### config.mk
export PLATFORM = sky130hd
export DESIGN_NAME = deque_bag_store_top
export DESIGN_NICKNAME = d
export VERILOG_FILES = /design/src/hdl/dbs_pkg.sv /design/src/hdl/deque_bag_store_top.sv /design/src/hdl/dbs_ram.sv /design/src/hdl/dbs_ctrl.sv
export SDC_FILE = /design/constraint.sdc
export NUM_CORES = 1
export LEC_CHECK = 0
export BUFFER_PORTS_ARGS = -buffer_cell sky130_fd_sc_hd__buf_2
export CAP_MARGIN = 20
export CORE_ASPECT_RATIO = 1.4
export CORE_MARGIN = 1.5
export CORE_UTILIZATION = 60
export DETAILED_ROUTE_END_ITERATION = 8
export PLACE_DENSITY = 0.78
export SYNTH_ARGS = -nofsm -noshare
export SYNTH_HDL_FRONTEND = slang
export SYNTH_HIERARCHICAL = 1
export SYNTH_SLANG_ARGS = --single-unit
### constraint.sdc
create_clock -name clock -period 5.7 [get_ports clock]
set_input_delay 0.285 -clock clock [delete_from_list [all_inputs] [get_ports clock]]
set_output_delay 0.285 -clock clock [all_outputs]
set_load 0.01 [all_outputs]
### src/hdl/dbs_pkg.sv
`timescale 1ns / 1ps

package dbs_pkg;

   // geometry of the store
   localparam int CAPACITY    = 16;
   localparam int VALUE_WIDTH = 32;
   localparam int IDX_W       = (CAPACITY > 1) ? $clog2(CAPACITY) : 1;
   localparam int CNT_W       = $clog2(CAPACITY + 1);

   // request op codes
   typedef enum logic [2:0] {
      OP_PUSH_FRONT = 3'd0,
      OP_PUSH_BACK  = 3'd1,
      OP_POP_FRONT  = 3'd2,
      OP_POP_BACK   = 3'd3,
      OP_CONTAINS   = 3'd4,
      OP_REMOVE     = 3'd5
   } op_type;

   // result status codes
   localparam logic [1:0] STAT_OK        = 2'd0;
   localparam logic [1:0] STAT_OVERFLOW  = 2'd1;
   localparam logic [1:0] STAT_UNDERFLOW = 2'd2;

   // sequencer states
   typedef enum logic [2:0] {
      ST_IDLE,
      ST_EXEC,
      ST_SEARCH,
      ST_SHIFT,
      ST_RD_FRONT,
      ST_RD_BACK,
      ST_FINISH
   } state_type;

   // request word
   typedef struct packed {
      logic [2:0]         op;
      logic signed [31:0] value;
   } req_type;

   // result word
   typedef struct packed {
      logic [1:0]         status;
      logic               found;
      logic [4:0]         count;
      logic               is_empty;
      logic               is_full;
      logic signed [31:0] front_value;
      logic signed [31:0] back_value;
   } rsp_type;

   // port group toward the entry memory
   typedef struct packed {
      logic                   wr_en;
      logic [IDX_W-1:0]       wr_addr;
      logic [VALUE_WIDTH-1:0] wr_data;
      logic [IDX_W-1:0]       rd_addr;
   } mem_req_type;

   // sign-extend a 32-bit word, then keep VALUE_WIDTH bits
   function automatic logic [VALUE_WIDTH-1:0] to_stored(input logic signed [31:0] x);
      logic signed [63:0] ext;
      ext = 64'(x);
      return ext[VALUE_WIDTH-1:0];
   endfunction

   // sign-extend a stored entry, then keep 32 bits
   function automatic logic signed [31:0] to_out(input logic [VALUE_WIDTH-1:0] s);
      logic signed [63:0] ext;
      ext = 64'(signed'(s));
      return ext[31:0];
   endfunction

endpackage

### src/hdl/deque_bag_store_top.sv
`timescale 1ns / 1ps

// channel  | ports                      | handshake
// ---------+----------------------------+---------------------------------------
// request  | start, busy, req_data      | word taken when start high, busy low
// result   | rsp_strobe, rsp_data       | word valid for one cycle on strobe
//
// push and pop: exec, front read, back read, finish, output register; the back read
// is skipped when the store ends empty. contains reads and compares one ring entry
// at a time from the front to the first match; remove shifts the later ones forward.
// the entry memory has one write port and one registered read port.
// reset is synchronous, active high: store empty, head at zero, no strobe.
// results cannot be stalled; the next word is taken once busy falls.

module deque_bag_store_top (
   input  logic             clock,
   input  logic             reset,
   input  logic             start,
   output logic             busy,
   input  dbs_pkg::req_type req_data,
   output logic             rsp_strobe,
   output dbs_pkg::rsp_type rsp_data
);
   import dbs_pkg::*;

   mem_req_type            mem_req;
   logic [VALUE_WIDTH-1:0] rd_data;
   logic                   done;
   rsp_type                rsp;
   logic                   rsp_strobe_ff;
   rsp_type                rsp_ff;

   dbs_ctrl u_ctrl (
      .clock   (clock),
      .reset   (reset),
      .start   (start),
      .req     (req_data),
      .busy    (busy),
      .done    (done),
      .rsp     (rsp),
      .mem_req (mem_req),
      .rd_data (rd_data)
   );

   dbs_ram u_ram (
      .clock   (clock),
      .mem_req (mem_req),
      .rd_data (rd_data)
   );

   // result output register
   always_ff @(posedge clock) begin
      if (reset) begin
         rsp_strobe_ff <= 1'b0;
      end else begin
         rsp_strobe_ff <= done;
      end
   end

   always_ff @(posedge clock) begin
      if (done) begin
         rsp_ff <= rsp;
      end
   end

   assign rsp_strobe = rsp_strobe_ff;
   assign rsp_data   = rsp_ff;

   // accepted word makes the block busy
   a_accept_busy: assert property (@(posedge clock) disable iff (reset)
      (start && !busy) |=> busy)
      else $error("accepted word did not raise busy");

   // one result per word, never on adjacent cycles
   a_strobe_single: assert property (@(posedge clock) disable iff (reset)
      rsp_strobe |=> !rsp_strobe)
      else $error("result strobe on adjacent cycles");

   // empty flag agrees with the count
   a_empty_count: assert property (@(posedge clock) disable iff (reset)
      rsp_strobe |-> (rsp_data.is_empty == (rsp_data.count == 5'd0)))
      else $error("empty flag disagrees with count");

   // empty store reports zero ends
   a_empty_zero: assert property (@(posedge clock) disable iff (reset)
      (rsp_strobe && rsp_data.is_empty) |->
         (rsp_data.front_value == 32'sd0 && rsp_data.back_value == 32'sd0))
      else $error("empty store reports nonzero end values");

endmodule

### src/hdl/dbs_ram.sv
`timescale 1ns / 1ps

module dbs_ram (
   input  logic                               clock,
   input  dbs_pkg::mem_req_type               mem_req,
   output logic [dbs_pkg::VALUE_WIDTH-1:0]    rd_data
);
   import dbs_pkg::*;

   logic [VALUE_WIDTH-1:0] mem [CAPACITY];
   logic [VALUE_WIDTH-1:0] rd_data_ff;

   // one write port
   always_ff @(posedge clock) begin
      if (mem_req.wr_en) begin
         mem[mem_req.wr_addr] <= mem_req.wr_data;
      end
   end

   // one registered read port
   always_ff @(posedge clock) begin
      rd_data_ff <= mem[mem_req.rd_addr];
   end

   assign rd_data = rd_data_ff;

endmodule

### src/hdl/dbs_ctrl.sv
`timescale 1ns / 1ps

module dbs_ctrl (
   input  logic                            clock,
   input  logic                            reset,
   input  logic                            start,
   input  dbs_pkg::req_type                req,
   output logic                            busy,
   output logic                            done,
   output dbs_pkg::rsp_type                rsp,
   output dbs_pkg::mem_req_type            mem_req,
   input  logic [dbs_pkg::VALUE_WIDTH-1:0] rd_data
);
   import dbs_pkg::*;

   localparam int SUM_W = CNT_W + 1;

   state_type              state_ff, state_in;
   op_type                 op_ff, op_in;
   logic [VALUE_WIDTH-1:0] val_ff, val_in;
   logic [IDX_W-1:0]       head_ff, head_in;
   logic [CNT_W-1:0]       cnt_ff, cnt_in;
   logic [1:0]             status_ff, status_in;
   logic                   found_ff, found_in;
   logic [CNT_W-1:0]       rd_idx_ff, rd_idx_in;
   logic [CNT_W-1:0]       cmp_idx_ff, cmp_idx_in;
   logic                   cmp_vld_ff, cmp_vld_in;
   logic [CNT_W-1:0]       sh_idx_ff, sh_idx_in;
   logic                   sh_pend_ff, sh_pend_in;
   logic [CNT_W-1:0]       wr_pos_ff, wr_pos_in;
   logic [VALUE_WIDTH-1:0] front_ff, front_in;
   logic                   is_empty, is_full;
   logic                   match;

   // ring position of a logical place counted from a base
   function automatic logic [IDX_W-1:0] slot_of(input logic [IDX_W-1:0] base,
                                                input logic [CNT_W-1:0] pos);
      logic [SUM_W-1:0] sum;
      sum = SUM_W'(base) + SUM_W'(pos);
      if (sum >= SUM_W'(CAPACITY)) begin
         sum = sum - SUM_W'(CAPACITY);
      end
      return sum[IDX_W-1:0];
   endfunction

   assign is_empty = (cnt_ff == '0);
   assign is_full  = (cnt_ff == CNT_W'(CAPACITY));
   assign match    = cmp_vld_ff && (rd_data == val_ff);
   assign busy     = (state_ff != ST_IDLE);

   // state and control registers
   always_ff @(posedge clock) begin
      if (reset) begin
         state_ff   <= ST_IDLE;
         head_ff    <= '0;
         cnt_ff     <= '0;
         cmp_vld_ff <= 1'b0;
         sh_pend_ff <= 1'b0;
      end else begin
         state_ff   <= state_in;
         head_ff    <= head_in;
         cnt_ff     <= cnt_in;
         cmp_vld_ff <= cmp_vld_in;
         sh_pend_ff <= sh_pend_in;
      end
   end

   // payload registers
   always_ff @(posedge clock) begin
      op_ff      <= op_in;
      val_ff     <= val_in;
      status_ff  <= status_in;
      found_ff   <= found_in;
      rd_idx_ff  <= rd_idx_in;
      cmp_idx_ff <= cmp_idx_in;
      sh_idx_ff  <= sh_idx_in;
      wr_pos_ff  <= wr_pos_in;
      front_ff   <= front_in;
   end

   // sequencer
   always_comb begin
      state_in   = state_ff;
      op_in      = op_ff;
      val_in     = val_ff;
      head_in    = head_ff;
      cnt_in     = cnt_ff;
      status_in  = status_ff;
      found_in   = found_ff;
      rd_idx_in  = rd_idx_ff;
      cmp_idx_in = cmp_idx_ff;
      cmp_vld_in = 1'b0;
      sh_idx_in  = sh_idx_ff;
      sh_pend_in = 1'b0;
      wr_pos_in  = wr_pos_ff;
      front_in   = front_ff;
      done       = 1'b0;
      mem_req.wr_en   = 1'b0;
      mem_req.wr_addr = slot_of(head_ff, cnt_ff);
      mem_req.wr_data = val_ff;
      mem_req.rd_addr = slot_of(head_ff, rd_idx_ff);
      rsp.status      = status_ff;
      rsp.found       = found_ff;
      rsp.count       = 5'(cnt_ff);
      rsp.is_empty    = is_empty;
      rsp.is_full     = is_full;
      rsp.front_value = is_empty ? 32'sd0 : to_out(front_ff);
      rsp.back_value  = is_empty ? 32'sd0 : to_out(rd_data);

      unique case (state_ff)
         ST_IDLE: begin
            if (start) begin
               op_in     = op_type'(req.op);
               val_in    = to_stored(req.value);
               status_in = STAT_OK;
               found_in  = 1'b0;
               state_in  = ST_EXEC;
            end
         end

         // single-step ops, or set up the walk
         ST_EXEC: begin
            state_in   = ST_RD_FRONT;
            rd_idx_in  = '0;
            unique case (op_ff)
               OP_PUSH_FRONT: begin
                  if (is_full) begin
                     status_in = STAT_OVERFLOW;
                  end else begin
                     head_in = (head_ff == '0) ? IDX_W'(CAPACITY - 1)
                                               : head_ff - IDX_W'(1);
                     mem_req.wr_en   = 1'b1;
                     mem_req.wr_addr = head_in;
                     cnt_in          = cnt_ff + CNT_W'(1);
                  end
               end
               OP_PUSH_BACK: begin
                  if (is_full) begin
                     status_in = STAT_OVERFLOW;
                  end else begin
                     mem_req.wr_en = 1'b1;
                     cnt_in        = cnt_ff + CNT_W'(1);
                  end
               end
               OP_POP_FRONT: begin
                  if (is_empty) begin
                     status_in = STAT_UNDERFLOW;
                  end else begin
                     head_in = slot_of(head_ff, CNT_W'(1));
                     cnt_in  = cnt_ff - CNT_W'(1);
                  end
               end
               OP_POP_BACK: begin
                  if (is_empty) begin
                     status_in = STAT_UNDERFLOW;
                  end else begin
                     cnt_in = cnt_ff - CNT_W'(1);
                  end
               end
               OP_CONTAINS, OP_REMOVE: begin
                  if (!is_empty) begin
                     state_in = ST_SEARCH;
                  end
               end
               default: begin
               end
            endcase
         end

         // one read issued and one compare done each cycle
         ST_SEARCH: begin
            if (rd_idx_ff < cnt_ff) begin
               rd_idx_in  = rd_idx_ff + CNT_W'(1);
               cmp_vld_in = 1'b1;
               cmp_idx_in = rd_idx_ff;
            end
            if (match) begin
               found_in   = 1'b1;
               cmp_vld_in = 1'b0;
               sh_idx_in  = cmp_idx_ff + CNT_W'(1);
               state_in   = (op_ff == OP_REMOVE) ? ST_SHIFT : ST_RD_FRONT;
            end else if (!cmp_vld_ff && (rd_idx_ff >= cnt_ff)) begin
               cmp_vld_in = 1'b0;
               state_in   = ST_RD_FRONT;
            end
         end

         // close the gap: read place j, write it to place j-1 next cycle
         ST_SHIFT: begin
            mem_req.rd_addr = slot_of(head_ff, sh_idx_ff);
            mem_req.wr_en   = sh_pend_ff;
            mem_req.wr_addr = slot_of(head_ff, wr_pos_ff);
            mem_req.wr_data = rd_data;
            if (sh_idx_ff < cnt_ff) begin
               sh_pend_in = 1'b1;
               wr_pos_in  = sh_idx_ff - CNT_W'(1);
               sh_idx_in  = sh_idx_ff + CNT_W'(1);
            end else if (!sh_pend_ff) begin
               cnt_in   = cnt_ff - CNT_W'(1);
               state_in = ST_RD_FRONT;
            end
         end

         // fetch the front and back entries
         ST_RD_FRONT: begin
            mem_req.rd_addr = slot_of(head_ff, '0);
            state_in        = is_empty ? ST_FINISH : ST_RD_BACK;
         end

         ST_RD_BACK: begin
            mem_req.rd_addr = slot_of(head_ff, cnt_ff - CNT_W'(1));
            front_in        = rd_data;
            state_in        = ST_FINISH;
         end

         ST_FINISH: begin
            done     = 1'b1;
            state_in = ST_IDLE;
         end

         default: begin
            state_in = ST_IDLE;
         end
      endcase
   end

endmodule

==> results_dict.tcl <==
set metrics [dict create \
    fin_tns_setup_ns 0 \
    layout-drive-gt1-share_pct 24.0 \
    fmax_mhz 225 \
    antenna_found_initial 0 \
    worstHoldEndpoint "u_ctrl/state_ff[1]" \
    placementRows 93 \
    post-place-ws_ns 1.45 \
    rr_startpoint "u_ctrl/state_ff[1]" \
    setup.worst_path.class "flop to flop" \
    rrSetupSlack_ns 1.26 \
    path_cells "and3b_2, buf_4, nand2_1, o211ai_1, ha_1, a21o_1, a21oi_1, xor2_1, nor2_1, xor2_1, nor2b_2, buf_4, a22oi_1, nand2_1" \
    drc 0 \
    synthesis.area_sq_mm 0.0280 \
    cpPeakStageDelay_ns 0.76 \
    synth_flop_cell "edfxtp_1" \
    crit-reg2reg-capture "u_ram/rd_data[29]" \
    io_buffer_count 113 \
    syn_nets 1575 \
    hold_start "start" \
    clk_latency_ns 0.61 \
    arrival_ns 4.98 \
    ant_nets 0 \
    synth-edff-count 675 \
    cellPowerDensity_mw_per_mm2 485 \
    final-hold-violation-count 0 \
    fin_crit_ns 4.44 \
    reg2reg_depth 14 \
    first_pass_iters 8 \
    core_area_sq_mm 0.0461 \
    vias 15029 \
    dp.cells 2201 \
    postCtsSetupBuffers 0 \
    first_global_vias 15278 \
    num-nets-final 1751 \
    rsz0062_at_grt "false" \
    final_util_pct 70.0 \
    hpwlAfterDp_microns 36400 \
    gp_congestion 0.943 \
    cp_slowest_cell "dfxtp_1" \
    wl_per_cell_microns 27.6 \
    synth_largest_area_cell "edfxtp_1" \
    track_usage_pct 27.9 \
    cts.sinks 722 \
    cts_tree "done" \
    maxCapViolCount 0 \
    wl_microns 65000 \
    required_ns 6.24 \
    layout.cells.non_filler 2352 \
    min_period_over_period_pct 77.9 \
    die-area_sq_mm 0.0480 \
    drtIter0Drc 1799 \
    start_util_pct 60.8 \
    slew_headroom_pct 29.2 \
    worst_slew_pin_slew_ns 1.06 \
    overflow 0 \
    die_w_microns 186 \
    syn_to_final_growth_pct 15.1 \
    ir_drop_uv 295 \
    clockBufferDepth 3 \
    p_total_w 0.0157 \
    grt_pass1_wl_microns 96200 \
    outcome "finished, final reports clean" \
    ys_ff_latch 722 \
    hp-class "input pin to flop" \
    ys_types 58 \
    fill_cells 2727 \
    cts_made_buffers 61 \
    syn_area_per_cell_sq_um 18.6 \
    path_max_fanout 41 \
    clk_pin_slew_ns 0.07 \
    grt_max_degree 77 \
    setup_ws_ns 1.26 \
    die_h_microns 259 \
    drv_slew 0 \
    yosysWarningCount 6 \
    htree_levels 2 \
    synthCells 1507 \
    io_pins 114 \
    ys_top_cells_by_area "edfxtp_1 72%, mux4_2 10%, dfxtp_1 3.4%, nand2_1 2.0%, a22oi_1 1.7%" \
    yosysSeqAreaShare_pct 75.7 \
    vias_per_cell 6.39 \
    endpoint_kind "flop" \
    cts_root_buffer "clkbuf_16" \
    start_kind "flop" \
    power.leakage_nw 10.9 \
    whs_path_depth 3 \
    yosysTopAreaCellShare_pct 72.3 \
    finalSetupViolCount 0 \
    synthArstFlopShare_pct 0 \
    clock_skew_ns 0.0113 \
]
==> routing by layer <==
layer / GRT usage [%] / routed length (microns)
met5: 0 / 0
met1: 36.3 / 23000
met4: 13.2 / 3180
met3: 3.81 / 5680
met2: 46.7 / 33200
==> area by class of cell <==
class | count | area, sq um | share of cell area [%]
Multi-Input combinational cell | 689 | 6550 | 20.3
Timing Repair Buffer | 186 | 1350 | 4.17
Antenna cell | 1 | 2.50 | 0.00776
Clock inverter | 38 | 631 | 1.95
Tap cell | 617 | 772 | 2.39
Sequential cell | 722 | 21200 | 65.7
Clock buffer | 76 | 1660 | 5.16
Inverter | 23 | 86.3 | 0.268
==> where the power goes <==
| part | leakage [nW] | internal [W] | total (W) | switching [W] |
|---|---|---|---|---|
| clock network | 1.11 | 0.00280 | 0.00466 | 0.00185 |
| logic | 3.28 | 0.00169 | 0.00403 | 0.00235 |
| registers | 6.50 | 0.00654 | 0.00697 | 0.000434 |
| total | 10.9 | 0.0110 | 0.0157 | 0.00463 |
==> synthesized netlist by cell type, types with 12 or more instances <==
cell type / n
nand3_1: 14
nand2_1: 153
buf_4: 12
and2_1: 66
o21ai_0: 13
dfxtp_1: 47
clkbuf_1: 37
nor2_1: 41
ha_1: 27
inv_1: 23
edfxtp_1: 675
xnor2_1: 14
nor3_1: 14
buf_1: 14
mux4_2: 128
a21oi_1: 20
xor2_1: 41
a22oi_1: 65
==> flip-flops by register name, indices dropped and copies added (netlist names) <==
name	cells
u_ram/rd_data	32
u_ctrl/found_ff	1
u_ctrl/sh_idx_ff	5
u_ctrl/cnt_ff	5
u_ctrl/val_ff	32
u_ctrl/sh_pend_ff	1
u_ctrl/state_ff	3
u_ctrl/head_ff	4
u_ctrl/status_ff	2
rsp_strobe	1
u_ctrl/front_ff	32
u_ctrl/wr_pos_ff	4
u_ctrl/rd_idx_ff	5
u_ctrl/op_ff	3
u_ram/mem	512
u_ctrl/cmp_vld_ff	1
rsp_data	74
u_ctrl/cmp_idx_ff	5
==> worst max path at each step <==
stage | from | to | slack, ns | cells past startpoint
after floorplan | u_ctrl/cnt_ff[0] | u_ram/mem[0][0] | 0.74 | 10
after global placement | u_ctrl/state_ff[1] | u_ram/rd_data[22] | 1.53 | 14
after detailed placement | u_ctrl/state_ff[1] | u_ram/rd_data[22] | 1.45 | 14
after CTS | u_ctrl/state_ff[1] | u_ram/rd_data[18] | 1.36 | 14
after global routing | u_ctrl/state_ff[1] | u_ram/rd_data[18] | 1.02 | 14
final | u_ctrl/state_ff[1] | u_ram/rd_data[29] | 1.26 | 14
==> repair_timing <==
action | CTS | global route
resized for setup | 0 | 0
hold endpoints to repair | 35 | 0
hold buffers | 35 | 0
endpoints found under the setup margin | 0 | 0
==> worst max-delay path, delay by kind of cell, from the launching register on <==
kind	cells	cell delay, ns
AOI/OAI and AO/OA	4	0.46
adders and majority gates	1	0.22
xor gates and xnor gates	2	0.48
buffers and inverters	2	0.99
DFF	1	0.76
and+or+nand+nor	5	1.44
==> per-stage QoR <==
step	hold slack, ns	area (sq um)
floorplan	0.349	28000
global placement	0.405	29600
detailed placement	0.410	29600
CTS	0.0473	32200
global route	0.0617	32300
finish	0.0682	32300
==> kinds of logic (layout without fill, tap and decap cells) <==
kind of cell | count (synthesis) | in the layout | synth area share (%)
flip-flops | 722 | 722 | 75.7
AND/OR/NAND/NOR | 333 | 333 | 5.73
multiplexers | 136 | 136 | 10.6
AO/OA/AOI/OAI | 135 | 135 | 3.40
buffers and inverters | 96 | 323 | 1.49
XOR/XNOR | 55 | 55 | 1.72
adder cells (fa/ha/maj) | 30 | 30 | 1.42
other | 0 | 1 | 0
==> cell usage in the layout (no fill, tap or decap), types with 6 or more instances in the layout <==
master	netlist	final
o21ai_0	13	13
dfxtp_1	47	47
buf_12	0	10
nor4_1	9	9
bufinv_16	0	16
xor2_1	41	41
xnor2_1	14	14
inv_1	23	22
o31ai_1	6	6
nor3_1	14	10
clkinv_2	0	10
buf_4	12	27
ha_1	27	27
clkbuf_1	37	8
buf_2	10	113
dlygate4sd3_1	0	35
a22oi_1	65	65
nor2_1	41	27
nand2_1	153	153
edfxtp_1	675	675
a21oi_1	20	20
clkbuf_16	0	62
nand3_1	14	13
and2_1	66	66
mux4_2	128	128
clkinvlp_4	0	6
clkbuf_8	0	6
nor2_4	0	13
Note: power is estimated with default switching activity, not from simulation.
